`src/rtl/dti_pkg.sv`:
```
// ----------------------------------------------------------------------------
// dti_pkg: shared definitions for the decision tree inference core
// Operation codes, status codes, port widths and default parameter values.
// ----------------------------------------------------------------------------
package dti_pkg;

    // Port widths fixed by the item format
    localparam int FUNC_W       = 2;
    localparam int INDEX_W      = 8;
    localparam int SELECT_W     = 4;
    localparam int VALUE_W      = 16;
    localparam int CHILD_W      = 8;
    localparam int CLASS_PORT_W = 8;
    localparam int STATUS_W     = 2;

    // Default configuration
    localparam int DEF_NODE_COUNT    = 256;
    localparam int DEF_FEATURE_COUNT = 16;
    localparam int DEF_FEATURE_WIDTH = 16;
    localparam int DEF_CLASS_WIDTH   = 8;

    // Operation codes carried in func
    localparam logic [FUNC_W-1:0] FUNC_LOAD_NODE    = 2'd0;
    localparam logic [FUNC_W-1:0] FUNC_LOAD_FEATURE = 2'd1;
    localparam logic [FUNC_W-1:0] FUNC_CLASSIFY     = 2'd2;

    // Result status codes
    localparam logic [STATUS_W-1:0] STATUS_OK         = 2'd0;
    localparam logic [STATUS_W-1:0] STATUS_NOT_BUILT  = 2'd1;
    localparam logic [STATUS_W-1:0] STATUS_STEP_LIMIT = 2'd2;

endpackage

```
`src/rtl/dti_branch_eval.sv`:
```
// ----------------------------------------------------------------------------
// dti_branch_eval: node test and child select
// Compare one feature with the node threshold and pick the next node index.
// ----------------------------------------------------------------------------
module dti_branch_eval #(
    parameter int NODE_COUNT    = dti_pkg::DEF_NODE_COUNT,
    parameter int FEATURE_WIDTH = dti_pkg::DEF_FEATURE_WIDTH
) (
    input  logic                                compare_kind,
    input  logic signed [FEATURE_WIDTH-1:0]     feature,
    input  logic signed [FEATURE_WIDTH-1:0]     thr,
    input  logic [$clog2(NODE_COUNT)-1:0]       pass_idx,
    input  logic [$clog2(NODE_COUNT)-1:0]       fail_idx,
    output logic [$clog2(NODE_COUNT)-1:0]       next_idx
);

    logic test_holds;

    // kind 0: equality, kind 1: signed less-than
    always_comb
    begin
        if (compare_kind)
        begin
            test_holds = (feature < thr);
        end
        else
        begin
            test_holds = (feature == thr);
        end
    end

    assign next_idx = test_holds ? pass_idx : fail_idx;

endmodule

```
`config.mk`:
```
export PLATFORM = sky130hd
export DESIGN_NAME = dti_branch_eval
export DESIGN_NICKNAME = d
export VERILOG_FILES = /design/src/rtl/dti_pkg.sv /design/src/rtl/dti_branch_eval.sv
export SDC_FILE = /design/constraint.sdc
export NUM_CORES = 1
export LEC_CHECK = 0
export BUFFER_PORTS_ARGS = -buffer_cell sky130_fd_sc_hd__buf_2
export CAP_MARGIN = 10
export CORE_MARGIN = 8
export CORE_UTILIZATION = 33
export DETAILED_ROUTE_END_ITERATION = 10
export GPL_TIMING_DRIVEN = 1
export PLACE_DENSITY = 0.82
export SYNTH_ARGS = -nofsm -noshare
export SYNTH_HDL_FRONTEND = slang
export SYNTH_SLANG_ARGS = --single-unit
```
`constraint.sdc`:
```
create_clock -name vclk -period 2.25
set_clock_uncertainty 0.15 [all_clocks]
set_input_delay 0.225 -clock vclk [all_inputs]
set_output_delay 0.225 -clock vclk [all_outputs]
set_load 0.02 [all_outputs]
```
==> results.py, run 1 <==
metrics = {
    "min_path": {
        "min_path_type": "input pin to primary output",
    },
    "final_layout": {
        "seq_cells": 0,
        "syn2layout_area_growth_pct": 164.7,
        "drive_above_1_share_pct": 82.22,
        "fin_nets": 202,
        "nClkBuffers": 0,
        "stdcell_count": 152,
        "utilization_pct": 91.84,
        "fin_area_sq_um": 1351,
        "regArea_sq_um": 0,
    },
    "timing": {
        "finalCritPeriodShare_pct": 113.9,
        "layout_setup_ws_ps": -312.6,
        "rsz0062_at_grt": "yes",
        "hold_viol": 0,
        "slew_violations": 0,
        "relSlewSlack_pct": 70.21,
        "worst_slew_pin_slew_ps": 442.2,
        "fin_crit_ps": 2563,
        "max_freq_mhz": 390.2,
        "setup_viol": 8,
    },
    "power_and_ir_drop": {
        "seqPwrFrac_pct": 0,
        "power_switching_w": 0.0001337,
        "p_int_w": 0.0001825,
        "leakage_nw": 0.6686,
        "power_density_nw_per_um2": 234.1,
        "netSwitchingFraction_pct": 42.29,
        "comb_power_share_pct": 100.0,
        "vdd_drop_max_v": 0.0001518,
        "power_frac_clock_pct": 0,
    },
    "worst_setup_path": {
        "path_max_fanout": 7,
        "cp-endpoint": "next_idx[5]",
        "start_kind": "input pin",
        "cp.arrival_ps": 2190,
        "critPathRequiredTime_ps": 1880,
        "worstSetupPathType": "input pin to primary output",
        "end_kind": "primary output",
        "crit_start": "thr[1]",
    },
    "routing": {
        "routed-via-count": 858,
        "drtPass1Iterations": 4,
        "ant_nets": 0,
        "via_per_inst": 5.645,
        "drc_errors": 0,
        "totalWireLength_microns": 3511,
        "drtIter0Drc": 20,
        "wl_per_cell_microns": 23.10,
    },
    "floorplan": {
        "chipWidth_microns": 55.33,
        "die_h_microns": 55.33,
        "pin_count": 57,
        "start_util_pct": 34.69,
        "dieArea_sq_um": 3061,
        "num_rows": 14,
        "coreArea_sq_um": 1471,
    },
    "global_routing": {
        "grt_overflow": 0,
        "grt_pass1_wl_microns": 4050,
        "grt_pass1_vias": 855,
        "grtUsageTotal_pct": 15.64,
        "antenna_found_initial": 1,
        "grt_max_degree": 8,
    },
    "logic_synthesis": {
        "syn_area_sq_um": 510.5,
        "synthCells": 65,
        "syn_avg_cell_area_sq_um": 7.854,
        "ys_warn_count": 0,
        "syn_nets": 130,
        "yosysUniqueCellTypes": 19,
        "yosysSeqAreaShare_pct": 0,
    },
    "place": {
        "globalplace.congestion": 0.7735,
        "dp_hpwl_microns": 1831,
        "numPortBuffers": 57,
        "dp_cells": 144,
        "pre_cts_slack_ps": -271.5,
        "placed_area_sq_um": 870.8,
    },
    "job": {
        "cap_violations": 0,
    },
    "outcome": {
        "violations": "negative setup slack",
        "status": "complete, but fails checks",
    },
}
## cell families (layout without fill, tap and decap cells)
kind of cell | after synthesis | in the layout | synth area share, %
AO/OA/AOI/OAI | 14 | 14 | 19.36
multiplexers | 8 | 8 | 17.65
AND/OR/NAND/NOR | 11 | 11 | 12.01
other | 0 | 1 | 0
buffers and inverters | 16 | 86 | 11.77
adder cells (fa/ha/maj) | 16 | 16 | 39.22
## cell usage in the layout (no fill, tap or decap), drive strengths merged
cell type	instances
nand4	4
buf	70
nor2	1
a21o	1
o21ai	2
a31oi	1
ha	16
diode	1
nor2b	1
a21oi	5
a2111o	1
a2bb2oi	1
inv	16
nand3b	1
o21a	1
mux2	8
a2111oi	1
o211ai	1
nand2	3
or4	1
## stage by stage
stage                     total power [W]  setup TNS (ps)  hold slack, ps
after global routing            0.0003303           -2712           624.8
after CTS                       0.0002576           -1779           615.1
after global placement          0.0001670           -1762           650.4
after floorplan                0.00009266               0           489.3
after detailed placement        0.0001758           -2081           646.3
final                           0.0003163           -2389           621.6
## power by group through the flow
| stage | Clock [W] | Sequential (W) | Combinational (W) |
|---|---|---|---|
| 6_report | 0.0000000000594 | 0 | 0.000316 |
| 5_1_grt | 0.0000000000594 | 0 | 0.000330 |
| 4_1_cts | 0 | 0 | 0.000258 |
| 3_5_place_dp | 0 | 0 | 0.000176 |
| 3_3_place_gp | 0 | 0 | 0.000167 |
| 2_1_floorplan | 0 | 0 | 0.0000927 |
## final cells by class
class                      count  area [sq um]
antenna                        1         2.502
timing repair buffer          70         545.5
inverter                      16         65.06
fill                          62         120.1
tap                           16         20.02
multi-input combinational     49         718.2
## synthesized netlist by cell type (all sizes together)
library cell / n / area (sq um)
nor2: 1 / 3.750
a2111o: 1 / 11.26
nand3b: 1 / 7.510
a31oi: 1 / 12.51
inv: 16 / 60.06
o211ai: 1 / 7.510
mux2: 8 / 90.09
a21o: 1 / 7.510
a21oi: 5 / 25.02
or4: 1 / 7.510
ha: 16 / 200.2
nor2b: 1 / 6.260
o21a: 1 / 7.510
a2bb2oi: 1 / 8.760
a2111oi: 1 / 8.760
nand2: 3 / 11.26
o21ai: 2 / 10.00
nand4: 4 / 25.02
## metal layers
metal | up-vias | routed length, microns | part of all wire, % | global-route usage, %
li1 | 376 | - | - | -
met1 | 393 | 1143 | 33 | 14.01
met2 | 62 | 1817 | 52 | 34.46
met3 | 27 | 211 | 6.0 | 2.968
met4 | 0 | 340 | 9.7 | 1.408
met5 | - | 0 | 0 | 0
## how the worst min path moves through the flow
stage | start | endpoint | cells past startpoint | slack [ps]
2_1_floorplan | pass_idx[0] | next_idx[0] | 1 | 490
6_report | fail_idx[4] | next_idx[4] | 3 | 620
4_1_cts | fail_idx[1] | next_idx[1] | 3 | 620
3_5_place_dp | fail_idx[1] | next_idx[1] | 3 | 650
5_1_grt | pass_idx[6] | next_idx[6] | 3 | 620
3_3_place_gp | pass_idx[7] | next_idx[7] | 3 | 650
## critical path, cell delays in order
cell,delay (ps)
buf_2,90
inv_2,40
ha_4,260
nor2b_4,120
o211ai_1,110
a2111o_1,490
a31oi_4,240
buf_12,170
mux2_4,310
buf_6,140
## timing repair
item,4_1_cts,5_1_grt
buffers inserted,6,2
hold buffers,0,0
endpoints found under the setup margin,8,8
pin swaps,13,16
resized for setup,49,29
No activity file was read; power rests on OpenSTA's default activity.
==> run 2: changes to the inputs <==
SETUP_SLACK_MARGIN = 0.5   (was unset)
==> results.py, run 2 (synthesized netlist as in run 1, its figures left out) <==
metrics = {
    "final_layout": {
        "fin_nets": 199,
        "fin_area_sq_um": 1310,
        "multi_input_area_sq_um": 695.7,
        "layout_common_cells": "buf_2 (32), buf_6 (25), ha_4 (15)",
        "drive_above_1_share_pct": 83.33,
        "fill_cells": 68,
        "seq_cells": 0,
        "n_antenna_cell": 0,
        "utilization_pct": 89.03,
        "final_common_cell": "buf_2",
        "syn2layout_area_growth_pct": 156.6,
        "regArea_sq_um": 0,
        "nClkBuffers": 0,
    },
    "worst_setup_path": {
        "worst-path-buf-inv": 4,
        "critPathRequiredTime_ps": 1880,
        "start_kind": "input pin",
        "critPathMaxStageDelay_ps": 560,
        "worstSetupPathType": "input pin to primary output",
        "path_max_fanout": 8,
        "cp_top_family": "simple AND/OR/NAND/NOR gates",
        "end_kind": "primary output",
        "cp.depth": 10,
        "cp.arrival_ps": 2130,
        "crit_chain": "buf_2, inv_2, ha_4, nand4_1, or4_4, o21ai_4, a31oi_4, buf_12, mux2_4, buf_6",
        "cp_slowest_cell": "or4_4",
    },
    "timing": {
        "rsz0062_at_grt": "yes",
        "setup_viol": 8,
        "fin_crit_ps": 2501,
        "finalCritPeriodShare_pct": 111.2,
        "worst_slew_pin_slew_ps": 330.3,
        "tns_ps": -1933,
        "relSlewSlack_pct": 77.98,
        "layout_setup_ws_ps": -251.2,
        "max_freq_mhz": 399.8,
        "slew_violations": 0,
        "hold_viol": 0,
    },
    "global_routing": {
        "grt_pass1_wl_microns": 4160,
        "grtUsageTotal_pct": 15.59,
        "grt_max_degree": 9,
        "antenna_found_initial": 0,
        "grt_overflow": 0,
        "grt_pass1_vias": 861,
    },
    "outcome": {
        "status": "complete, but fails checks",
        "violations": "negative setup slack",
    },
    "routing": {
        "drtIter0Drc": 14,
        "wl_per_cell_microns": 22.93,
        "drc_errors": 0,
        "totalWireLength_microns": 3393,
        "routed-via-count": 813,
        "drtPass1Iterations": 4,
        "via_per_inst": 5.493,
        "ant_nets": 0,
    },
    "power_and_ir_drop": {
        "leakage_nw": 0.6195,
        "power_density_nw_per_um2": 232.0,
        "p_total_w": 0.0003039,
        "vdd_drop_max_v": 0.0001433,
    },
    "floorplan": {
        "die_h_microns": 55.33,
        "start_util_pct": 34.69,
        "coreArea_sq_um": 1471,
        "num_rows": 14,
        "chipWidth_microns": 55.33,
        "dieArea_sq_um": 3061,
        "pin_count": 57,
    },
    "place": {
        "numPortBuffers": 57,
        "globalplace.congestion": 0.7057,
        "dp_hpwl_microns": 1825,
        "pre_cts_slack_ps": -219.1,
        "placed_area_sq_um": 908.4,
    },
    "min_path": {
        "min_path_type": "input pin to primary output",
        "hold_path_depth": 3,
    },
    "clock_tree": {
        "hold_buffers": 0,
    },
    "job": {
        "cap_violations": 0,
    },
}
-- run 2: path summary, 6_finish.rpt --
kind / from / to / slack (ps)
worst max-delay path: thr[3] / next_idx[0] / -250
worst min-delay path: pass_idx[3] / next_idx[3] / 620
-- run 2: layer usage --
layer	track usage [%]	routed length [microns]	vias to the layer above
li1	-	-	369
met1	16.19	1292	376
met2	30.93	1699	60
met3	4.795	309	8
met4	0	91	0
met5	0	0	-
-- run 2: power breakdown --
| part | internal, W | total (W) | leakage, nW | switching [W] |
|---|---|---|---|---|
| sequential | 0 | 0 | 0 | 0 |
| clock | 0 | 0 | 0 | 0 |
| combinational | 0.000175 | 0.000304 | 0.620 | 0.000129 |
| total | 0.000175 | 0.000304 | 0.620 | 0.000129 |
-- run 2: tightest hold or removal path, cell delays in order --
cell	delay, ps
buf_2	80
mux2_4	140
buf_6	110
-- run 2: area by class of cell --
class,instances,area share (%)
multi-input combinational,49,53.10
inverter,16,4.967
timing repair buffer,67,40.40
tap,16,1.528
-- run 2: metrics by stage --
| stage | instances | hold slack (ps) |
|---|---|---|
| finish | 148 | 620.5 |
| global route | 148 | 628.3 |
| CTS | 147 | 619.1 |
| detailed placement | 144 | 648.8 |
| global placement | 144 | 646.2 |
| floorplan | 65 | 459.4 |
-- run 2: timing repair --
action,4_1_cts,5_1_grt
setup endpoints to repair,8,8
buffers inserted,3,1
gates resized for setup,35,33
pin swaps,6,6
